**src/pmbr_pkg.sv**
```systemverilog
// package for the park-miller bounded random block
// shared constants, controller command and datapath status types; no dependencies
`default_nettype none

package pmbr_pkg;

   localparam int SeedWidth  = 31;
   localparam int BoundWidth = 32;
   localparam int MultWidth  = 15;
   localparam int ProdWidth  = SeedWidth + MultWidth;

   localparam logic [MultWidth-1:0]  PmMult      = 15'd16807;
   localparam logic [SeedWidth-1:0]  PmModulus   = 31'h7FFF_FFFF;
   localparam logic [SeedWidth-1:0]  ZeroSeedSub = 31'd123459876;
   localparam logic [SeedWidth-1:0]  SeedReset   = 31'd1;
   localparam logic [BoundWidth-1:0] DefaultBound = 32'h0000_7FFF;
   localparam logic [BoundWidth-1:0] BoundAllOnes = 32'hFFFF_FFFF;

   localparam int DivSteps = SeedWidth;
   localparam int CntWidth = $clog2(DivSteps);

   localparam logic OpGenerate = 1'b0;
   localparam logic OpLoad     = 1'b1;

   typedef struct packed {
      logic load_seed;
      logic capture;
      logic mul;
      logic fold;
      logic div_step;
      logic out_load;
   } cmd_type;

   typedef struct packed {
      logic bypass;
   } sts_type;

endpackage

`default_nettype wire

```
**src/pmbr_dpath.sv**
```systemverilog
// datapath: seed register, multiply and fold step, serial remainder unit, result register
// depends on pmbr_pkg
`default_nettype none

module pmbr_dpath
   import pmbr_pkg::*;
(
   input  wire logic                  clock,
   input  wire logic                  reset,
   input  wire cmd_type               cmd,
   output sts_type                    sts,
   input  wire logic                  csr_wr_en,
   input  wire logic                  csr_wr_data,
   input  wire logic [SeedWidth-1:0]  req_seed_value,
   input  wire logic [BoundWidth-1:0] req_bound,
   output logic      [SeedWidth-1:0]  rsp_value
);

   logic [SeedWidth-1:0]  seed_ff, seed_in;
   logic                  zbd_ff, zbd_in;
   logic [BoundWidth-1:0] div_ff, div_in;
   logic                  bypass_ff, bypass_in;
   logic [ProdWidth-1:0]  prod_ff, prod_in;
   logic [SeedWidth-1:0]  dvd_ff, dvd_in;
   logic [BoundWidth-1:0] rem_ff, rem_in;
   logic [SeedWidth-1:0]  value_ff, value_in;

   logic [BoundWidth-1:0] lim;
   logic [SeedWidth-1:0]  mul_src;
   logic [SeedWidth:0]    fold_sum;
   logic [SeedWidth-1:0]  fold_res;
   logic [BoundWidth:0]   trial;
   logic [BoundWidth:0]   trial_sub;

   always_comb begin
      lim = ((req_bound == '0) && zbd_ff) ? DefaultBound : req_bound;
      mul_src = (seed_ff == '0) ? ZeroSeedSub : seed_ff;
      fold_sum = {1'b0, prod_ff[SeedWidth-1:0]}
               + {{(SeedWidth + 1 - MultWidth){1'b0}}, prod_ff[ProdWidth-1:SeedWidth]};
      fold_res = (fold_sum >= {1'b0, PmModulus}) ? SeedWidth'(fold_sum - {1'b0, PmModulus})
                                                 : fold_sum[SeedWidth-1:0];
      trial = {rem_ff, dvd_ff[SeedWidth-1]};
      trial_sub = trial - {1'b0, div_ff};
   end

   always_comb begin
      zbd_in    = csr_wr_en ? csr_wr_data : zbd_ff;
      seed_in   = seed_ff;
      div_in    = div_ff;
      bypass_in = bypass_ff;
      prod_in   = prod_ff;
      dvd_in    = dvd_ff;
      rem_in    = rem_ff;
      value_in  = value_ff;
      if (cmd.load_seed) begin
         seed_in = req_seed_value;
      end
      if (cmd.capture) begin
         div_in    = lim + BoundWidth'(1);
         bypass_in = (lim == BoundAllOnes);
      end
      if (cmd.mul) begin
         prod_in = ProdWidth'(mul_src) * ProdWidth'(PmMult);
      end
      if (cmd.fold) begin
         seed_in = fold_res;
         dvd_in  = fold_res;
         rem_in  = '0;
      end
      if (cmd.div_step) begin
         dvd_in = {dvd_ff[SeedWidth-2:0], 1'b0};
         rem_in = (trial >= {1'b0, div_ff}) ? trial_sub[BoundWidth-1:0]
                                            : trial[BoundWidth-1:0];
      end
      if (cmd.out_load) begin
         value_in = bypass_ff ? seed_ff : rem_ff[SeedWidth-1:0];
      end
   end

   always_ff @(posedge clock) begin
      if (reset) begin
         seed_ff <= SeedReset;
         zbd_ff  <= 1'b0;
      end else begin
         seed_ff <= seed_in;
         zbd_ff  <= zbd_in;
      end
   end

   always_ff @(posedge clock) begin
      div_ff    <= div_in;
      bypass_ff <= bypass_in;
      prod_ff   <= prod_in;
      dvd_ff    <= dvd_in;
      rem_ff    <= rem_in;
      value_ff  <= value_in;
   end

   assign sts.bypass = bypass_ff;
   assign rsp_value  = value_ff;

endmodule

`default_nettype wire

```
**src/pmbr_ctrl.sv**
```systemverilog
// controller: sequences accept, multiply, fold, serial remainder and result hand-off
// depends on pmbr_pkg
`default_nettype none

module pmbr_ctrl
   import pmbr_pkg::*;
(
   input  wire logic    clock,
   input  wire logic    reset,
   input  wire logic    req_valid,
   output logic         req_ready,
   input  wire logic    req_op,
   output logic         rsp_valid,
   input  wire logic    rsp_ready,
   output cmd_type      cmd,
   input  wire sts_type sts
);

   localparam logic [2:0] StIdle   = 3'd0;
   localparam logic [2:0] StMul    = 3'd1;
   localparam logic [2:0] StFold   = 3'd2;
   localparam logic [2:0] StDiv    = 3'd3;
   localparam logic [2:0] StFinish = 3'd4;

   logic [2:0]          state_ff, state_in;
   logic [CntWidth-1:0] cnt_ff, cnt_in;
   logic                rsp_valid_ff, rsp_valid_in;
   logic                accept;

   assign req_ready = (state_ff == StIdle);
   assign accept    = req_valid && req_ready;
   assign rsp_valid = rsp_valid_ff;

   always_comb begin
      state_in     = state_ff;
      cnt_in       = cnt_ff;
      rsp_valid_in = rsp_valid_ff && !rsp_ready;
      cmd          = '0;
      unique case (state_ff)
         StIdle: begin
            if (accept) begin
               if (req_op == OpLoad) begin
                  cmd.load_seed = 1'b1;
               end else begin
                  cmd.capture = 1'b1;
                  state_in    = StMul;
               end
            end
         end
         StMul: begin
            cmd.mul  = 1'b1;
            state_in = StFold;
         end
         StFold: begin
            cmd.fold = 1'b1;
            cnt_in   = '0;
            state_in = sts.bypass ? StFinish : StDiv;
         end
         StDiv: begin
            cmd.div_step = 1'b1;
            cnt_in       = cnt_ff + CntWidth'(1);
            if (cnt_ff == CntWidth'(DivSteps - 1)) begin
               state_in = StFinish;
            end
         end
         StFinish: begin
            if (!rsp_valid_ff || rsp_ready) begin
               cmd.out_load = 1'b1;
               rsp_valid_in = 1'b1;
               state_in     = StIdle;
            end
         end
         default: begin
            state_in = StIdle;
         end
      endcase
   end

   always_ff @(posedge clock) begin
      if (reset) begin
         state_ff     <= StIdle;
         cnt_ff       <= '0;
         rsp_valid_ff <= 1'b0;
      end else begin
         state_ff     <= state_in;
         cnt_ff       <= cnt_in;
         rsp_valid_ff <= rsp_valid_in;
      end
   end

endmodule

`default_nettype wire

```
**src/park_miller_bounded_random.sv**
```systemverilog
// top level of the park-miller bounded random generator
// depends on pmbr_pkg, pmbr_ctrl and pmbr_dpath
//
//   port group  direction  contents
//   req_        in         op, seed_value, bound (valid/ready)
//   rsp_        out        value (valid/ready)
//   csr_        in         zero_bound_default write (enable/data)
//
// a load item writes the seed on accept; a generate item runs from accept to
// result through one multiply, one modular fold, the bit-serial remainder unit
// and one result load (the remainder unit is skipped when the bound is all ones)
// reset sets the seed to one and clears the register and all handshakes
// a result waiting on rsp_ready does not block the next accept; a following
// generate item holds in its last step until the result slot is free
`default_nettype none

module park_miller_bounded_random
   import pmbr_pkg::*;
(
   input  wire logic                  clock,
   input  wire logic                  reset,
   input  wire logic                  req_valid,
   output logic                       req_ready,
   input  wire logic                  req_op,
   input  wire logic [SeedWidth-1:0]  req_seed_value,
   input  wire logic [BoundWidth-1:0] req_bound,
   output logic                       rsp_valid,
   input  wire logic                  rsp_ready,
   output logic      [SeedWidth-1:0]  rsp_value,
   input  wire logic                  csr_wr_en,
   input  wire logic                  csr_wr_data
);

   cmd_type cmd;
   sts_type sts;

   pmbr_ctrl u_ctrl (
      .clock     (clock),
      .reset     (reset),
      .req_valid (req_valid),
      .req_ready (req_ready),
      .req_op    (req_op),
      .rsp_valid (rsp_valid),
      .rsp_ready (rsp_ready),
      .cmd       (cmd),
      .sts       (sts)
   );

   pmbr_dpath u_dpath (
      .clock          (clock),
      .reset          (reset),
      .cmd            (cmd),
      .sts            (sts),
      .csr_wr_en      (csr_wr_en),
      .csr_wr_data    (csr_wr_data),
      .req_seed_value (req_seed_value),
      .req_bound      (req_bound),
      .rsp_value      (rsp_value)
   );

endmodule

`default_nettype wire
```
**config.mk**
```make
export PLATFORM = sky130hd
export DESIGN_NAME = park_miller_bounded_random
export DESIGN_NICKNAME = d
export VERILOG_FILES = /design/src/pmbr_pkg.sv /design/src/pmbr_dpath.sv /design/src/pmbr_ctrl.sv /design/src/park_miller_bounded_random.sv
export SDC_FILE = /design/constraint.sdc
export NUM_CORES = 1
export LEC_CHECK = 0
export CAP_MARGIN = 15
export CORE_ASPECT_RATIO = 1.75
export CORE_MARGIN = 2
export CORE_UTILIZATION = 65
export CTS_CLUSTER_SIZE = 24
export DETAILED_ROUTE_END_ITERATION = 12
export DONT_BUFFER_PORTS = 1
export PLACE_DENSITY = 0.84
export SLEW_MARGIN = 10
export SYNTH_ARGS = -nofsm -noshare
export SYNTH_HDL_FRONTEND = slang
export SYNTH_SLANG_ARGS = --single-unit
```
**constraint.sdc**
```tcl
create_clock -name clock -period 8.6 [get_ports clock]
set_clock_uncertainty 0.05 [all_clocks]
set_input_delay 2.15 -clock clock [delete_from_list [all_inputs] [get_ports clock]]
set_output_delay 2.15 -clock clock [all_outputs]
set_load 0.1 [all_outputs]
```
==> summary.txt, run 1 <==
Yosys
  – Post-synthesis sequential area ratio: between 20% and 30%
  – FF+latch count, synth: 214
  – Cell type contributing the most total cell area after synthesis: sky130_fd_sc_hd__edfxtp_1
  – Largest cells by area after synthesis: sky130_fd_sc_hd__edfxtp_1 (25%), sky130_fd_sc_hd__ha_1 (14%), sky130_fd_sc_hd__fa_1 (13%), sky130_fd_sc_hd__inv_1 (5.6%), sky130_fd_sc_hd__dfxtp_1 (4.1%)
  – Number of flops mapped to enable cells by yosys: 172
  – Post-Synthesis Mean Instance Area: 9.46 µm²
  – Most used DFF post-synth: sky130_fd_sc_hd__edfxtp_1
  – Area of the mapped netlist: 20300 µm²
  – Post-synth net total: roughly 2600
  – Share of the synthesized area in the top cell type: 25.4%
  – Number of instances in the synthesized netlist: ~2100
  – Number of distinct standard cells referenced by the synthesized netlist: 90
  – Count of synthesis-stage warnings from yosys: 0
  – Proportion of register bits with asynchronous set or reset after synthesis: 0%

Timing
  – Crit share post-route: 94.0%
  – Final setup fails: 0
  – Hold violation count in the final report: 0
  – Total negative setup slack: 0 ns
  – Worst max-slew margin expressed relative to the limit: 27.5%
  – Transition time of the tightest slew-check pin: 1.06 ns
  – Number of pins exceeding their max-slew limit in the final report: 0
  – Final critical-path required period: 8.09 ns
  – Maximum frequency from static timing analysis: ~120 MHz
  – RSZ-0062 raised after global routing: false

Route
  – Via-to-Cell Ratio: between 6 and 7
  – DR pass1 iterations: 6
  – Violation count after the first detailed-routing iteration: 934
  – Average wire per cell in the routed design: 24.8 µm
  – Drt drc: 0
  – Routed Wire Length: 62.7 mm
  – Count of vias placed by the detailed router: 16000
  – Antenna viol nets, final: 0

Global routing
  – Number of global-route vias before repair: 16800
  – Remaining global-route overflow: 0
  – Pin count of the biggest net entering global routing: 78
  – Total routing usage reported by global routing: 39.5%
  – First-pass GRT wire length: 94.5 mm
  – Antenna violations before repair: 2

Final layout
  – Final cell count without fillers: 2531
  – Core utilization of the finished layout: 69.9%
  – Multi-input combinational cell area: roughly 13000 µm²
  – Syn-to-layout area delta: 5.84%
  – Filler Cells Inserted: 2336
  – Layout cell share with drive strength beyond 1: 7.67%
  – Area occupied by registers: 6010 µm²
  – Final net count: 2551

Clocking
  – Number of buffers added for setup after CTS: 0
  – Clock buffer depth: 3
  – Clock transition at the registers of the reported paths: around 0.080 ns
  – Post-CTS Hold Buffers: 0
  – CTS tree: yes
  – Number of CTS-inserted buffers: 22
  – CTS Root Cell: sky130_fd_sc_hd__clkbuf_16
  – PostCTS Resize Cnt: 0
  – Total number of clock tree sinks: between 200 and 250
  – Clock insertion delay at the later pin of the skew report: 0.55 ns
  – H-tree level count: 1

Floorplan
  – Row count: 85
  – Initial cell density of the core: between 60% and 70%
  – Die outline height: 238 µm
  – Die width: 138 µm
  – Die area: 32700 µm²
  – Area of the placeable core: 30700 µm²
  – Top Ports: 103

Worst setup path
  – Worst Setup End Kind: register
  – Setup crit start kind: register
  – WP data arrival: 8.34 ns
  – Cell class contributing the biggest share of worst-path delay: adder cells
  – Worst Setup Path Type: register to register
  – Worst path bufs/invs: 5
  – Required time worst endpoint: 8.85 ns
  – Critical-path maximum fanout: 16
  – Stage delay of the slowest cell on the critical path: ~0.52 ns
  – Cell with the biggest individual delay on the critical path: sky130_fd_sc_hd__fa_1

Run
  – Count of max-cap constraint violations: 0

Placement
  – Number of port buffers: 0
  – Cell count after placement: between 2000 and 2500
  – Half-perimeter wire length after placement: 50.7 mm
  – Global placer's final weighted congestion: 1.01

Hold path
  – Class of the most critical hold timing path: register to register

Run status
  – Outcome: finished clean
-- cells in the mapped netlist (16+ instances only) --
cell type / count
sky130_fd_sc_hd__a211oi_1: 19
sky130_fd_sc_hd__a21o_1: 44
sky130_fd_sc_hd__a21oi_1: 105
sky130_fd_sc_hd__and2_1: 16
sky130_fd_sc_hd__and3_1: 31
sky130_fd_sc_hd__clkbuf_1: 71
sky130_fd_sc_hd__dfxtp_1: 42
sky130_fd_sc_hd__edfxtp_1: 172
sky130_fd_sc_hd__fa_1: 127
sky130_fd_sc_hd__ha_1: 232
sky130_fd_sc_hd__inv_1: 304
sky130_fd_sc_hd__mux2_2: 30
sky130_fd_sc_hd__mux2i_1: 27
sky130_fd_sc_hd__nand2_1: 144
sky130_fd_sc_hd__nand2b_1: 26
sky130_fd_sc_hd__nand3_1: 56
sky130_fd_sc_hd__nand4_1: 28
sky130_fd_sc_hd__nor2_1: 164
sky130_fd_sc_hd__nor2b_1: 17
sky130_fd_sc_hd__nor3_1: 44
sky130_fd_sc_hd__nor4_1: 21
sky130_fd_sc_hd__o21ai_0: 70
sky130_fd_sc_hd__or2_2: 39
sky130_fd_sc_hd__xnor2_1: 79
sky130_fd_sc_hd__xor2_1: 45
-- per-layer routing --
metal / up-vias / wire length (µm) / GRT usage, %
met4: 0 / 7660 / 38.1
met2: 632 / 31800 / 69.0
met3: 288 / 3320 / 7.19
met5: - / 0 / 0
met1: 7760 / 19900 / 37.3
li1: 7367 / - / -
-- worst register-to-register path: cells and delay by family, from the launching register on --
family,cells,cell delay [ns]
buffers and inverters,5,0.45
flip-flops,1,0.37
AND/OR/NAND/NOR,8,1.99
AO/OA/AOI/OAI,5,1.39
XOR/XNOR,2,0.35
adder cells (fa/ha/maj),8,3.25
-- flip-flops by register name, indices dropped and copies added (netlist names) --
name / count
u_dpath.sts: 1
u_dpath.div_ff: 32
u_ctrl.cnt_ff: 5
u_dpath.seed_ff: 31
u_dpath.prod_ff: 46
u_ctrl.rsp_valid: 1
u_dpath.dvd_ff: 31
u_dpath.rem_ff: 32
u_dpath.zbd_ff: 1
u_dpath.rsp_value: 31
u_ctrl.state_ff: 3
-- cell families after synthesis --
| kind of cell | Yosys count | synth area share [%] |
|---|---|---|
| AOI/OAI and AO/OA | 368 | 12.2 |
| xor gates and xnor gates | 124 | 5.35 |
| adders and majority gates | 361 | 26.9 |
| buffers and inverters | 386 | 7.22 |
| DFF | 214 | 29.6 |
| muxes | 60 | 3.16 |
| and+or+nand+nor | 632 | 15.6 |
-- per-stage QoR --
stage	hold slack [ns]	instance area, µm²	setup WS (ns)
after floorplan	0.367	20300	1.58
final	0.400	21500	0.513
after detailed placement	0.383	20700	0.373
after global placement	0.376	20700	0.515
after CTS	0.393	21400	0.378
after global routing	0.413	21500	0.0388
-- cell usage in the layout, fill, tap and decap left out, drive strengths merged, types with 13 or more instances in the layout --
cell type	n
a211oi	21
or2	40
o21a	15
nand4	31
nand2	144
and3	32
inv	306
xor2	45
nor2	164
or3	13
xnor2	79
o21ai	76
clkbuf	36
mux2	33
dfxtp	42
buf	32
nor3	44
ha	232
and2	17
nor2b	17
a21oi	105
mux2i	27
nand2b	26
edfxtp	172
a21o	44
fa	127
a31oi	15
nor4	21
nand3	56
-- path summary, 6_finish.rpt --
kind                                     to  slack [ns]  cells after the start                              from
max           u_dpath.prod_ff[44]$_DFFE_PP_        0.51                     28  u_dpath.seed_ff[26]$_SDFFE_PP0P_
min          u_dpath.dvd_ff[0]$_SDFFE_PP0P_        0.40                      2    u_dpath.dvd_ff[0]$_SDFFE_PP0P_
max reg2reg   u_dpath.prod_ff[44]$_DFFE_PP_        0.51                     28  u_dpath.seed_ff[26]$_SDFFE_PP0P_
min reg2reg  u_dpath.dvd_ff[0]$_SDFFE_PP0P_        0.40                      2    u_dpath.dvd_ff[0]$_SDFFE_PP0P_
-- area by class of cell --
class / count / area share (%)
Multi-Input combinational cell: 1545 / 59.9
Clock buffer: 35 / 3.09
Clock inverter: 5 / 0.134
Sequential cell: 214 / 28.0
Inverter: 306 / 5.35
Antenna cell: 2 / 0.0233
Tap cell: 391 / 2.28
Timing Repair Buffer: 33 / 1.27
Power of run 1 is left out: the tool's default activity adds up to more than one toggle a clock period on the data nets, which glitch-free logic cannot reach.
==> run 2, diff against run 1 <==
- MAX_ROUTING_LAYER: unset -> met4
==> summary.txt, run 2 (synthesis results as in run 1) <==
Clocking
  – Total number of clock tree sinks: 214
  – Clock buffer depth: 3
  – Number of CTS-inserted buffers: 22
  – CTS tree: yes
  – Clock transition at the registers of the reported paths: 0.07 ns
  – H-tree level count: 1
  – Clock insertion delay at the later pin of the skew report: 0.54 ns
  – CTS Root Cell: sky130_fd_sc_hd__clkbuf_16
  – Number of buffers added for setup after CTS: 0

Timing
  – RSZ-0062 raised after global routing: false
  – Fin Hold WS: approximately 0.4 ns
  – Final critical-path required period: 8.14 ns
  – Number of pins exceeding their max-slew limit in the final report: 0
  – Crit share post-route: 94.6%
  – Worst max-slew margin expressed relative to the limit: 13.9%
  – Hold violation count in the final report: 0
  – Final setup fails: 0
  – Transition time of the tightest slew-check pin: approximately 1.3 ns
  – Maximum frequency from static timing analysis: between 100 and 150 MHz
  – Total negative setup slack: 0 ns

Run
  – Count of max-cap constraint violations: 0

Final layout
  – Max reg flops: 46
  – Most frequent cells in the layout: sky130_fd_sc_hd__inv_1 (304), sky130_fd_sc_hd__ha_1 (232), sky130_fd_sc_hd__edfxtp_1 (172), sky130_fd_sc_hd__nor2_1 (161), sky130_fd_sc_hd__nand2_1 (143)
  – Filler Cells Inserted: 2428
  – Leading registers by flop count: u_dpath.prod_ff: 46 flops, u_dpath.div_ff: 32 flops, u_dpath.rem_ff: 32 flops
  – Multi-input combinational cell area: approximately 13000 µm²
  – Layout cell share with drive strength beyond 1: a little under 8%
  – Largest register by flop count: u_dpath.prod_ff
  – Most common cell after layout, fill and taps aside: sky130_fd_sc_hd__inv_1
  – Area occupied by registers: 6010 µm²
  – Syn-to-layout area delta: 5.83%
  – Final net count: 2551

Run status
  – Outcome: finished clean

Global routing
  – First-pass GRT wire length: 98.4 mm
  – Total routing usage reported by global routing: 42.5%
  – Antenna violations before repair: 2
  – Remaining global-route overflow: 0
  – Pin count of the biggest net entering global routing: 79
  – Number of global-route vias before repair: between 15000 and 20000

Floorplan
  – Initial cell density of the core: between 60 and 70%
  – Row count: 85
  – Die outline height: 238 µm
  – Die width: 138 µm
  – Die area: roughly 33000 µm²
  – Area of the placeable core: 30700 µm²
  – Top Ports: 103

Placement
  – Number of port buffers: 0
  – Half-perimeter wire length after placement: between 50 and 60 mm
  – Global placer's final weighted congestion: about 1.0

Worst setup path
  – Worst Setup End Kind: register
  – Worst Setup Path Type: register to register
  – Setup crit start kind: register
  – Cell with the biggest individual delay on the critical path: sky130_fd_sc_hd__fa_1
  – Critical-path maximum fanout: 16
  – WP data arrival: 8.37 ns
  – Required time worst endpoint: 8.83 ns
  – Stage delay of the slowest cell on the critical path: 0.53 ns

Route
  – Violation count after the first detailed-routing iteration: ~1100
  – Drt drc: 0
  – Routed Wire Length: 66.0 mm
  – DR pass1 iterations: 7
  – Via-to-Cell Ratio: between 6 and 7
  – Average wire per cell in the routed design: 26.1 µm
  – Count of vias placed by the detailed router: 16200
  – Antenna viol nets, final: 0

Hold path
  – Class of the most critical hold timing path: register to register
[run 2: area by class of cell]
| class | instances | share of cell area, % |
|---|---|---|
| Timing Repair Buffer | 33 | 1.23 |
| Antenna cell | 2 | 0.0233 |
| Clock inverter | 13 | 0.565 |
| Multi-Input combinational cell | 1545 | 59.9 |
| Inverter | 306 | 5.35 |
| Clock buffer | 26 | 2.73 |
| Tap cell | 391 | 2.28 |
| Sequential cell | 214 | 28.0 |
[run 2: final timing paths]
kind	from	endpoint	slack, ns	depth (start not counted)
setup / recovery	u_dpath.seed_ff[8]$_SDFFE_PP0P_	u_dpath.prod_ff[44]$_DFFE_PP_	0.46	28
hold / removal	u_dpath.dvd_ff[0]$_SDFFE_PP0P_	u_dpath.dvd_ff[0]$_SDFFE_PP0P_	0.41	2
setup reg to reg	u_dpath.seed_ff[8]$_SDFFE_PP0P_	u_dpath.prod_ff[44]$_DFFE_PP_	0.46	28
hold reg to reg	u_dpath.dvd_ff[0]$_SDFFE_PP0P_	u_dpath.dvd_ff[0]$_SDFFE_PP0P_	0.41	2
[run 2: through the flow]
stage | utilization [%] | worst slack (ns) | area (µm²) | std cells
floorplan | - | 1.58 | 20300 | 2145
global placement | 67.5 | 0.638 | 20800 | 2489
detailed placement | 67.5 | 0.438 | 20800 | 2489
CTS | 69.8 | 0.390 | 21500 | 2528
global route | 69.9 | 0.0357 | 21500 | 2530
finish | 69.9 | 0.462 | 21500 | 2530
[run 2: per-layer routing]
layer  track usage (%)  vias to the layer above  routed length (µm)
met5                 -                        -                   0
met4              39.2                        0                7960
met3              7.68                      318                3760
met2              72.8                      691               33800
met1              38.7                     7852               20400
li1                  -                     7382                   -
[run 2: critical path: cells and delay by family (launching register included)]
| kind | cells | cell delay [ns] |
|---|---|---|
| adder cells (fa/ha/maj) | 8 | 3.26 |
| AND/OR/NAND/NOR | 8 | 1.94 |
| AO/OA/AOI/OAI | 5 | 1.37 |
| buffers and inverters | 5 | 0.48 |
| flip-flops | 1 | 0.44 |
| XOR/XNOR | 2 | 0.35 |
[run 2: what timing repair did]
action                     in CTS  in global routing
hold buffers                    0                  0
setup endpoints to repair       0                  1
resized for setup               0                  2
Power of run 2 is left out for the same reason.
